==> src/rtl/cda_pkg.sv <==
// ----------------------------------------------------------------------------
// cda_pkg
// Types, codes and the month length table shared by the calendar date block
// and its checker.
// ----------------------------------------------------------------------------
`default_nettype none

package cda_pkg;

   localparam int COUNT_BITS_DEFAULT = 16;

   localparam logic [3:0]  MONTHS_PER_YEAR = 4'd12;
   localparam logic [4:0]  LEAP_FEB_DAYS   = 5'd29;
   localparam logic [3:0]  FEBRUARY        = 4'd2;
   localparam logic [11:0] YEAR_MIN        = 12'd1900;
   localparam logic [11:0] YEAR_MID        = 12'd2000;
   localparam logic [11:0] YEAR_MAX        = 12'd2100;
   localparam logic [11:0] TOP_YEAR        = 12'd4095;
   localparam logic [5:0]  CENT_MIN        = 6'd19;
   localparam logic [5:0]  CENT_MID        = 6'd20;
   localparam logic [5:0]  CENT_MAX        = 6'd21;
   localparam logic [6:0]  LAST_REM        = 7'd99;

   typedef enum logic [1:0] {
      CMD_SET     = 2'd0,
      CMD_ADVANCE = 2'd1,
      CMD_COMPARE = 2'd2,
      CMD_NONE    = 2'd3
   } command_type;

   localparam logic [2:0] ST_OK        = 3'd0;
   localparam logic [2:0] ST_BAD_MONTH = 3'd1;
   localparam logic [2:0] ST_BAD_YEAR  = 3'd2;
   localparam logic [2:0] ST_BAD_DAY   = 3'd3;
   localparam logic [2:0] ST_OVERFLOW  = 3'd4;

   typedef enum logic [1:0] {
      S_IDLE,
      S_EXEC,
      S_FINISH
   } state_type;

   typedef struct packed {
      logic [1:0]  command;
      logic [4:0]  new_day;
      logic [3:0]  new_month;
      logic [11:0] new_year;
      logic [15:0] day_count;
   } req_type;

   typedef struct packed {
      logic [4:0]  cur_day;
      logic [3:0]  cur_month;
      logic [11:0] cur_year;
      logic [2:0]  status;
      logic        is_earlier;
   } rsp_type;

   // Length of a month; codes outside 1 to 12 give zero so no day fits.
   function automatic logic [4:0] month_days(input logic [3:0] month, input logic leap);
      logic [4:0] len;
      case (month)
         4'd1, 4'd3, 4'd5, 4'd7, 4'd8, 4'd10, 4'd12: len = 5'd31;
         4'd4, 4'd6, 4'd9, 4'd11:                   len = 5'd30;
         4'd2:                                      len = leap ? LEAP_FEB_DAYS : 5'd28;
         default:                                   len = 5'd0;
      endcase
      return len;
   endfunction

endpackage

`default_nettype wire

==> src/rtl/calendar_date_advance_top.sv <==
// ----------------------------------------------------------------------------
// calendar_date_advance_top
// Holds a Gregorian date and runs set, advance and compare commands on it.
// ----------------------------------------------------------------------------
// Usage: one command item enters on the req_ channel while req_stall is low,
// and exactly one result item leaves on the rsp_ channel, carrying the held
// date after the command, a status code and the compare flag.
// The block takes one item at a time. After an item is accepted it executes
// a set, compare or unknown command and moves on to the finishing step,
// while an advance stays in the execute step, where the next-day logic
// moves the date on by one day per cycle until the count is used up or the
// date overflows. The finishing step loads the output register, and the
// next item can be accepted in the cycle the result appears.
// The output register lets one result wait while the next item executes. If
// the receiver keeps rsp_stall high, the next result is held back in the
// finishing step and no further item is accepted until the register frees.
// Synchronous reset sets the date to 1 January 1900 and empties the output.
// ----------------------------------------------------------------------------
`default_nettype none

module calendar_date_advance_top #(
   parameter int COUNT_BITS = cda_pkg::COUNT_BITS_DEFAULT
) (
   input  wire              clock,
   input  wire              reset,
   input  wire              req_valid,
   output logic             req_stall,
   input  cda_pkg::req_type req_data,
   output logic             rsp_valid,
   input  wire              rsp_stall,
   output cda_pkg::rsp_type rsp_data
);

   import cda_pkg::*;

   localparam int FIELD_BITS = $bits(req_data.day_count);

   state_type              state_ff, state_in;
   req_type                item_ff, item_in;
   logic [COUNT_BITS-1:0]  cnt_ff, cnt_in;
   logic [4:0]             day_ff, day_in;
   logic [3:0]             month_ff, month_in;
   logic [11:0]            year_ff, year_in;
   logic [6:0]             rem_ff, rem_in;
   logic [5:0]             cent_ff, cent_in;
   logic [2:0]             status_ff, status_in;
   logic                   earlier_ff, earlier_in;
   logic                   rsp_valid_ff, rsp_valid_in;
   rsp_type                rsp_ff, rsp_in;

   logic [COUNT_BITS-1:0]  count_w;
   logic                   held_leap_w, set_leap_w;
   logic [3:0]             lim_month_w;
   logic                   lim_leap_w;
   logic [4:0]             lim_days_w;
   logic                   out_free_w;
   logic                   accept_w;

   assign req_stall  = (state_ff != S_IDLE);
   assign accept_w   = req_valid && !req_stall;
   assign out_free_w = !rsp_valid_ff || !rsp_stall;
   assign rsp_valid  = rsp_valid_ff;
   assign rsp_data   = rsp_ff;

   // Only the low COUNT_BITS bits of the day count are used.
   always_comb begin
      count_w = '0;
      for (int i = 0; i < COUNT_BITS; i++) begin
         if (i < FIELD_BITS) begin
            count_w[i] = req_data.day_count[i];
         end
      end
   end

   // The held year is tracked as century and remainder so the leap rule
   // needs no division.
   assign held_leap_w = (rem_ff == 7'd0) ? (cent_ff[1:0] == 2'b00) : (year_ff[1:0] == 2'b00);
   // Within 1900 to 2100 the only century years that are not leap are the ends.
   assign set_leap_w  = (item_ff.new_year[1:0] == 2'b00) && (item_ff.new_year != YEAR_MIN)
                        && (item_ff.new_year != YEAR_MAX);

   // Shared month length unit: the candidate date on a set, the held one else.
   assign lim_month_w = (item_ff.command == CMD_SET) ? item_ff.new_month : month_ff;
   assign lim_leap_w  = (item_ff.command == CMD_SET) ? set_leap_w : held_leap_w;
   assign lim_days_w  = month_days(lim_month_w, lim_leap_w);

   always_comb begin
      state_in     = state_ff;
      item_in      = item_ff;
      cnt_in       = cnt_ff;
      day_in       = day_ff;
      month_in     = month_ff;
      year_in      = year_ff;
      rem_in       = rem_ff;
      cent_in      = cent_ff;
      status_in    = status_ff;
      earlier_in   = earlier_ff;
      rsp_valid_in = rsp_valid_ff && rsp_stall;
      rsp_in       = rsp_ff;

      unique case (state_ff)
         S_IDLE: begin
            if (accept_w) begin
               item_in    = req_data;
               cnt_in     = count_w;
               status_in  = ST_OK;
               earlier_in = 1'b0;
               state_in   = S_EXEC;
            end
         end
         S_EXEC: begin
            unique case (item_ff.command)
               CMD_SET: begin
                  state_in = S_FINISH;
                  if ((item_ff.new_month < 4'd1) || (item_ff.new_month > MONTHS_PER_YEAR)) begin
                     status_in = ST_BAD_MONTH;
                  end else if ((item_ff.new_year < YEAR_MIN) || (item_ff.new_year > YEAR_MAX)) begin
                     status_in = ST_BAD_YEAR;
                  end else if ((item_ff.new_day < 5'd1) || (item_ff.new_day > lim_days_w)) begin
                     status_in = ST_BAD_DAY;
                  end else begin
                     day_in   = item_ff.new_day;
                     month_in = item_ff.new_month;
                     year_in  = item_ff.new_year;
                     if (item_ff.new_year >= YEAR_MAX) begin
                        rem_in  = 7'(item_ff.new_year - YEAR_MAX);
                        cent_in = CENT_MAX;
                     end else if (item_ff.new_year >= YEAR_MID) begin
                        rem_in  = 7'(item_ff.new_year - YEAR_MID);
                        cent_in = CENT_MID;
                     end else begin
                        rem_in  = 7'(item_ff.new_year - YEAR_MIN);
                        cent_in = CENT_MIN;
                     end
                  end
               end
               CMD_ADVANCE: begin
                  if (cnt_ff == '0) begin
                     state_in = S_FINISH;
                  end else if (day_ff < lim_days_w) begin
                     day_in = day_ff + 5'd1;
                     cnt_in = cnt_ff - 1'b1;
                  end else if (month_ff < MONTHS_PER_YEAR) begin
                     month_in = month_ff + 4'd1;
                     day_in   = 5'd1;
                     cnt_in   = cnt_ff - 1'b1;
                  end else if (year_ff >= TOP_YEAR) begin
                     // Last date that can be held: days are still owed.
                     status_in = ST_OVERFLOW;
                     state_in  = S_FINISH;
                  end else begin
                     year_in  = year_ff + 12'd1;
                     month_in = 4'd1;
                     day_in   = 5'd1;
                     cnt_in   = cnt_ff - 1'b1;
                     if (rem_ff == LAST_REM) begin
                        rem_in  = 7'd0;
                        cent_in = cent_ff + 6'd1;
                     end else begin
                        rem_in = rem_ff + 7'd1;
                     end
                  end
               end
               CMD_COMPARE: begin
                  state_in = S_FINISH;
                  if (year_ff < item_ff.new_year) begin
                     earlier_in = 1'b1;
                  end else if ((year_ff == item_ff.new_year) && (month_ff < item_ff.new_month)) begin
                     earlier_in = 1'b1;
                  end else if ((year_ff == item_ff.new_year) && (month_ff == item_ff.new_month)
                               && (day_ff < item_ff.new_day)) begin
                     earlier_in = 1'b1;
                  end
               end
               default: begin
                  state_in = S_FINISH;
               end
            endcase
         end
         S_FINISH: begin
            if (out_free_w) begin
               rsp_in.cur_day    = day_ff;
               rsp_in.cur_month  = month_ff;
               rsp_in.cur_year   = year_ff;
               rsp_in.status     = status_ff;
               rsp_in.is_earlier = earlier_ff;
               rsp_valid_in      = 1'b1;
               state_in          = S_IDLE;
            end
         end
         default: begin
            state_in = S_IDLE;
         end
      endcase
   end

   always_ff @(posedge clock) begin
      if (reset) begin
         state_ff     <= S_IDLE;
         rsp_valid_ff <= 1'b0;
         day_ff       <= 5'd1;
         month_ff     <= 4'd1;
         year_ff      <= YEAR_MIN;
         rem_ff       <= 7'd0;
         cent_ff      <= CENT_MIN;
      end else begin
         state_ff     <= state_in;
         rsp_valid_ff <= rsp_valid_in;
         day_ff       <= day_in;
         month_ff     <= month_in;
         year_ff      <= year_in;
         rem_ff       <= rem_in;
         cent_ff      <= cent_in;
      end
   end

   always_ff @(posedge clock) begin
      item_ff    <= item_in;
      cnt_ff     <= cnt_in;
      status_ff  <= status_in;
      earlier_ff <= earlier_in;
      rsp_ff     <= rsp_in;
   end

endmodule

`default_nettype wire

==> config.mk <==
export PLATFORM = sky130hd
export DESIGN_NAME = calendar_date_advance_top
export DESIGN_NICKNAME = d
export VERILOG_FILES = /design/src/rtl/cda_pkg.sv /design/src/rtl/calendar_date_advance_top.sv
export SDC_FILE = /design/constraint.sdc
export NUM_CORES = 1
export LEC_CHECK = 0
export ABC_CLOCK_PERIOD_IN_PS = 3600
export BUFFER_PORTS_ARGS = -buffer_cell sky130_fd_sc_hd__buf_2
export CAP_MARGIN = 20
export CORE_ASPECT_RATIO = 1.1
export CORE_MARGIN = 1
export CORE_UTILIZATION = 40
export DETAILED_ROUTE_END_ITERATION = 6
export GPL_TIMING_DRIVEN = 0
export PLACE_DENSITY = 0.66
export SETUP_SLACK_MARGIN = 0.05
export SYNTH_ARGS = -nofsm -noshare
export SYNTH_HDL_FRONTEND = slang
export SYNTH_SLANG_ARGS = --single-unit
==> constraint.sdc <==
create_clock -name clock -period 3.6 [get_ports clock]
set_input_delay 0 -clock clock [delete_from_list [all_inputs] [get_ports clock]]
set_output_delay 0 -clock clock [all_outputs]
set_load 0.03 [all_outputs]
-- After elaboration in Yosys (flattened, before gate mapping)
Cells that the tools add are included.
- $add $sub $neg: 9
- $lt $le $gt $ge: 14
- equality and inequality tests: 47
- multiplexer cells: 84
- reduce and logical (&&, ||, !) cells: 36
- operators by type and width (kind ; count):
    16-bit 2-to-1 mux ; 6
    12-bit 2-to-1 mux ; 7
    7-bit 2-to-1 mux ; 10
    6-bit 2-to-1 mux ; 8
    5-bit 2-to-1 mux ; 7
    4-bit 2-to-1 mux ; 8
    16-bit one-hot mux with 2 select lines ; 1
    3-bit 2-to-1 mux ; 10
    12-bit greater-or-equal comparator (second input constant) ; 2
    2-bit != test (second input constant) ; 12
    4-bit != test (second input constant) ; 6
    12-bit one-hot mux with 2 select lines ; 1
    4-bit equality test (second input constant) ; 5
    4-bit by 3-bit equality test with 1-bit output (second input constant) ; 4
    16-bit logical NOT ; 1
    8-bit AND reduction ; 2
    16-bit by 1-bit subtractor with 16-bit output (second input constant) ; 1
    3-bit != test (second input constant) ; 5
    5-bit one-hot mux with 3 select lines ; 1
    2-bit 2-to-1 mux ; 7
    7-bit one-hot mux with 2 select lines ; 1
    7-bit subtractor (second input constant) ; 2
    12-bit by 1-bit adder with 12-bit output (second input constant) ; 1
    12-bit equality test ; 1
    other kinds (48) ; 81
- flip-flop bits (word level): 105
- input bits: 43
- output and inout bits: 27
- logic and storage cells: 209

-- Depth between registers and ports, before layout
- depth in word-level cells: 13
- mapped depth: 17
- depth with buffers taken out: 15

-- Worst setup path after synthesis
Ideal clock, no wire load.
- kind: flip-flop to flip-flop
- from: register item_ff[22] in the netlist's numbering
- to: register rem_ff[6]
- arrival time: 3.594 ns
- path slack: -0.064 ns
- cell stages (with the launch flop): 16
- clock period less this slack: 3.664 ns
- cell sequence: edfxtp_1 or4_1 or4_1 a31o_1 a31o_2 ha_1 nor2b_1 a2bb2oi_1 nor2_1 o311ai_1 a2bb2oi_2 nand3_1 buf_2 buf_1 nand2_1 a21oi_1
- cells in the longest elaborated chain, start to end: 10
- elaborated cells on any way between the ends: 28
- ends and longest elaborated chain (item ; RTL line ; source):
    start: declaration ; calendar_date_advance_top.sv:39 ; req_type item_ff, item_in;
    start signal: assignment ; calendar_date_advance_top.sv:218 ; item_ff <= item_in;
    12-bit by 11-bit != test with 1-bit output ; calendar_date_advance_top.sv:79 ; assign set_leap_w = (item_ff.new_year[1:0] == 2'b00) && (item_ff.new_year != YEAR_MIN)
    1-bit logical AND ; calendar_date_advance_top.sv:79 ;
    1-bit logical AND ; calendar_date_advance_top.sv:80 ; && (item_ff.new_year != YEAR_MAX);
    1-bit 2-to-1 mux ; calendar_date_advance_top.sv:84 ; assign lim_leap_w = (item_ff.command == CMD_SET) ? set_leap_w : held_leap_w;
    1-bit 2-to-1 mux ; cda_pkg.sv:65 ; 4'd2: len = leap ? LEAP_FEB_DAYS : 5'd28;
    5-bit one-hot mux with 3 select lines ; cda_pkg.sv:62 ; case (month)
    5-bit > comparator ; calendar_date_advance_top.sv:119 ; end else if ((item_ff.new_day < 5'd1) || (item_ff.new_day > lim_days_w)) begin
    1-bit logical OR ; calendar_date_advance_top.sv:119 ;
    2-bit != test (no source line) ; n/a ;
    9-bit AND reduction (no source line) ; n/a ;
    end signal: assignment ; calendar_date_advance_top.sv:212 ; rem_ff <= rem_in;
    end: declaration ; calendar_date_advance_top.sv:44 ; logic [6:0] rem_ff, rem_in;
Parallel ways exist; a longest one is shown, timed or not. The select of a mux whose other input is x is not followed.
A chain may end at the register's enable or synchronous reset.

-- Worst setup path after layout
- from: register item_ff[38] in the netlist's numbering
- to: register rem_ff[5]
- cells in the longest elaborated chain, start to end: 9
- elaborated cells on any way between the ends: 33
- ends and longest elaborated chain (item ; RTL line ; source):
    2-bit logical NOT ; calendar_date_advance_top.sv:83, calendar_date_advance_top.sv:84, calendar_date_advance_top.sv:112 ;
    4-bit 2-to-1 mux ; calendar_date_advance_top.sv:83 ; assign lim_month_w = (item_ff.command == CMD_SET) ? item_ff.new_month : month_ff;
    4-bit by 1-bit equality test with 1-bit output (tied with other cells) ; cda_pkg.sv:62 ;
    7-bit OR reduction or 4-bit OR reduction (tied branches) ; cda_pkg.sv:62 ;
    5-bit one-hot mux with 3 select lines ; cda_pkg.sv:62 ;
    5-bit > comparator ; calendar_date_advance_top.sv:119 ;
    1-bit logical OR ; calendar_date_advance_top.sv:119 ;
    2-bit != test (no source line) ; n/a ;
    9-bit AND reduction (no source line) ; n/a ;
Parallel ways exist; a longest one is shown, timed or not.

==> impl_summary.txt <==
----------------------------------------------------
[Power and ir drop]
  Maximum vdd ir drop ... 218 uV
  Overall power after layout ... roughly 3 mW
  LEAKAGE ... 2.95 nW
  Portion of total power attributed to sequential cells ... around 47%
  Power per cell area ... 378 nW/um^2
  Internal power component ... 2.13 mW
  Proportion of power drawn by the clock network ... 37.0%
  Combinational group share of total power ... 16.6%
  Share of total power consumed by net switching ... 27.3%
  Switching pwr ... 801 uW

[Status]
  Status ... finished with violations
  Violated checks ... setup timing

[Yosys]
  Fraction of the yosys area taken by sequential cells ... a little under half
  Count of unique library cells instantiated by Yosys ... 62
  Mean Syn Cell Area ... 9.66 sq um
  Post-synthesis async set-or-reset flop share ... 0%
  Number of nets in the synthesized netlist ... 678
  Yosys warns ... 0
  Synthesized instance count ... 596
  Seq cells post-synth ... about 100
  Number of flops mapped to enable cells by yosys ... slightly below 70
  Netlist area before placement ... 5760 sq um
  Top FF cell, synth ... sky130_fd_sc_hd__edfxtp_1

[Die]
  Chip Width ... around 120 um
  Effective utilization at floorplan ... 41.4%
  Die Y ... 128 um
  I/O Pins ... 70
  Floorplan Core Area ... around 14,000 sq um
  Standard-cell row count ... 45
  Die footprint ... 14,900 sq um

[Cells and area]
  Fraction of layout cells with a size suffix above 1 ... 24.2%
  Syn-to-layout area delta ... 34.7%
  Final cell area excluding filler cells ... 7750 sq um
  Number of nets in the finished design ... 822
  Number of non-filler instances in the completed layout ... 933
  Number of inserted filler cells in the final layout ... roughly 1,200
  Count of antenna diodes in the layout ... 0
  Area occupied by multi-input gates ... 3120 sq um
  Reg area ... 2700 sq um

[CTS]
  TritonCTS clock tree ... built
  Maximum buffer depth of the clock tree ... 2
  Cell at the root of the clock tree ... sky130_fd_sc_hd__clkbuf_16
  Clk Latency, worst-skew pair ... between 0.3 and 0.4 ns
  Clock slew at the register clock pins of the worst setup and hold paths ... around 0.080 ns
  Number of clock sinks ... 101
  Count of H-tree levels built during CTS ... 3
  TritonCTS Buffers ... 9

[Placed design]
  Weighted congestion at the end of routability-driven global placement ... a little over 0.9
  Detailed Place HPWL ... 11,600 um
  Count of placed standard cells including taps ... 855
  Placed inst area ... 6400 sq um
  Count of port buffers added during placement ... 69

[Global routing]
  First-pass GRT wire length ... approximately 26,000 um
  Vias in the first global route ... 4,982
  Overall fraction of global-route tracks in use ... 22.7%
  Grt total ovfl ... 0
  Antenna violations before repair ... 0
  Largest net degree at the start of global routing ... 19

[Critical path]
  Biggest fanout along the worst timing path ... 9
  Crit-path cells ... clkbuf_1 > or2_2 > a31oi_2 > a21oi_1 > ha_1 > nor2b_4 > a2bb2oi_4 > a211oi_4 > o311ai_4 > a2bb2oi_2 > nand3_2 > buf_6 > or4_4 > a21oi_2
  Start of the worst register-to-register path ... item_ff[38]$_DFFE_PP_
  End point of the critical path ... rem_ff[5]$_SDFFE_PP0P_
  Cell family with the largest share of critical-path delay ... compound AO/OA/AOI/OAI gates
  Worst stage delay on the critical path ... about 0.44 ns
  Kind of launch point of the worst setup path ... flop
  Worst path slowest cell ... sky130_fd_sc_hd__or2_2
  Data required time of the worst path ... 3.88 ns
  Logic depth of the worst setup path including buffers ... 14
  CP Class ... reg2reg
  Worst setup EP type ... flop
  Worst Setup SP ... item_ff[38]$_DFFE_PP_
  R2R cell count ... 14
  Slack of the worst reg-to-reg path ... -0.23 ns
  Worst reg2reg path endpoint ... rem_ff[5]$_SDFFE_PP0P_
  Arrival time of data at the critical path endpoint ... 4.11 ns
  Buf+Inv Stages, Crit Path ... 2

[Timing]
  Final number of max-transition violations ... 0
  Minimum period implied by the final worst setup slack ... ~3.8 ns
  Clock Skews ... around 0.01 ns
  Headroom to the max-slew limit ... 41.1%
  Crit path setup slack, layout ... -0.235 ns
  # setup viols final ... 25
  Transition time of the tightest slew-check pin ... 0.874 ns
  Setup repair after global routing missed its margin ... yes
  Final Cycle Share ... 107%
  Final hold vios ... 0
  Max frequency ... 261 MHz

[Min path]
  Type of the most critical hold path ... in2reg

[Route]
  Via count ... approximately 5,400
  Detailed router's first-iteration violation count ... 618
  Drt first pass iters ... 6
  DRC violation count after routing ... 0
  Average via count per standard cell ... a little under 6
  Detailed-route wire length ... roughly 17,000 um
  Routed Antenna Nets ... 0
  Wire per inst ... 18.1 um

[Job]
  Max Cap Violations ... 0

----------------------------------------------------
flip-flops by register name, summed over array words and instances, names as in the netlist:
name and count:
rsp_data 25, item_ff 23, cnt_ff 16, year_ff 12
rem_ff 7, day_ff 5, month_ff 4, status_ff 3
cent_ff 2, state_ff 2, earlier_ff 1, rsp_valid 1
power groups by stage:
| stage | combinational (mW) | clock (mW) | sequential [mW] |
|---|---|---|---|
| final | 0.485 | 1.08 | 1.36 |
| after global routing | 0.527 | 1.14 | 1.37 |
| after CTS | 0.457 | 1.10 | 1.36 |
| after detailed placement | 0.367 | 0 | 1.39 |
| after global placement | 0.349 | 0 | 1.39 |
| after floorplan | 0.235 | 0 | 1.38 |
cells in the mapped netlist, drive strengths merged (11+ instances only):
cell	instances	area, sq um
a211oi	14	105
a21oi	47	235
a31oi	14	103
clkbuf	20	75.1
dfxtp	33	661
edfxtp	68	2040
ha	39	488
inv	42	158
nand2	52	195
nand3	18	90.1
nor2	42	158
nor3	16	80.1
o21ai	41	205
xnor2	11	96.3
layout by cell type (no fill, tap or decap), types with 5 or more instances in the layout:
| cell type | Yosys | final |
|---|---|---|
| sky130_fd_sc_hd__nand2b_1 | 7 | 7 |
| sky130_fd_sc_hd__nand4_1 | 7 | 7 |
| sky130_fd_sc_hd__dfxtp_1 | 33 | 33 |
| sky130_fd_sc_hd__nand2_1 | 52 | 50 |
| sky130_fd_sc_hd__o211ai_1 | 8 | 8 |
| sky130_fd_sc_hd__ha_1 | 39 | 38 |
| sky130_fd_sc_hd__a211oi_2 | 0 | 6 |
| sky130_fd_sc_hd__dlygate4sd3_1 | 0 | 38 |
| sky130_fd_sc_hd__nor2b_1 | 8 | 7 |
| sky130_fd_sc_hd__nand3_1 | 18 | 16 |
| sky130_fd_sc_hd__nor2_1 | 42 | 39 |
| sky130_fd_sc_hd__clkbuf_1 | 20 | 20 |
| sky130_fd_sc_hd__buf_6 | 0 | 10 |
| sky130_fd_sc_hd__a21oi_1 | 47 | 37 |
| sky130_fd_sc_hd__a211oi_1 | 14 | 6 |
| sky130_fd_sc_hd__buf_2 | 4 | 69 |
| sky130_fd_sc_hd__mux2i_1 | 6 | 6 |
| sky130_fd_sc_hd__xnor2_1 | 11 | 11 |
| sky130_fd_sc_hd__inv_1 | 42 | 41 |
| sky130_fd_sc_hd__o31ai_1 | 6 | 5 |
| sky130_fd_sc_hd__a31oi_1 | 13 | 12 |
| sky130_fd_sc_hd__xor2_1 | 7 | 7 |
| sky130_fd_sc_hd__o21ai_0 | 39 | 35 |
| sky130_fd_sc_hd__edfxtp_1 | 68 | 68 |
| sky130_fd_sc_hd__a21oi_2 | 0 | 8 |
| sky130_fd_sc_hd__a311oi_1 | 6 | 5 |
| sky130_fd_sc_hd__nor3_1 | 16 | 14 |
| sky130_fd_sc_hd__clkbuf_16 | 0 | 10 |
| sky130_fd_sc_hd__buf_4 | 0 | 11 |
tightest hold or removal path: cells and delay by family:
kind / cells / cell delay (ns)
buf+inv: 1 / 0.08
simple gates: 1 / 0.04
compound gates: 1 / 0.14
area by class of cell:
type,instances,share of cell area (%)
inverter,44,2.13
buffer,24,1.87
timing repair buffer,134,13.6
tap,188,3.03
multi-input combinational,426,40.2
clock buffer,9,2.90
sequential,101,34.9
clock inverter,7,1.34
routing by layer:
metal | vias up | GRT usage (%) | routed length [um]
met2 | 260 | 36.0 | 8050
met3 | 40 | 3.59 | 1140
met5 | - | 0 | 0
met4 | 0 | 10.4 | 423
met1 | 2560 | 30.1 | 7280
li1 | 2515 | - | -
logic make-up after synthesis:
family / count (synthesis) / share of synthesized area (%)
compound gates: 178 / 20.3
xor+xnor: 18 / 2.74
fa+ha+maj: 39 / 8.47
buf+inv: 69 / 4.58
flops: 101 / 46.9
mux: 7 / 1.24
simple gates: 184 / 15.7
stage by stage:
step	worst slack [ns]	hold WS [ns]	utilization (%)	setup TNS, ns
final	-0.235	0.0320	55.8	-3.57
after detailed placement	-0.562	0.179	46.0	-13.81
after global routing	-0.319	0.0774	55.8	-5.75
after floorplan	0.0539	0.0989	-	0
after global placement	-0.612	0.178	45.6	-21.73
after CTS	-0.113	0.0282	54.5	-1.17
what timing repair did:
action                                  CTS  global route
resized for setup                        65            26
endpoints found under the setup margin   50            50
endpoints found under the hold margin    38             0
hold buffers                             38             0
pin swaps                                31            13
cloned                                    2             1
setup buffers                            16             7
how the worst min path moves through the flow:
stage	slack, ns	start	cells past startpoint	end
after floorplan	0.1	req_data[16]	0	item_ff[16]$_DFFE_PP_
after global placement	0.18	req_data[23]	1	item_ff[23]$_DFFE_PP_
after detailed placement	0.18	req_data[32]	1	item_ff[32]$_DFFE_PP_
after CTS	0.03	req_data[5]	3	cnt_ff[5]$_DFFE_PP_
after global routing	0.08	req_data[8]	3	cnt_ff[8]$_DFFE_PP_
final	0.03	req_data[8]	3	cnt_ff[8]$_DFFE_PP_
(Power assumes the default switching activity.)
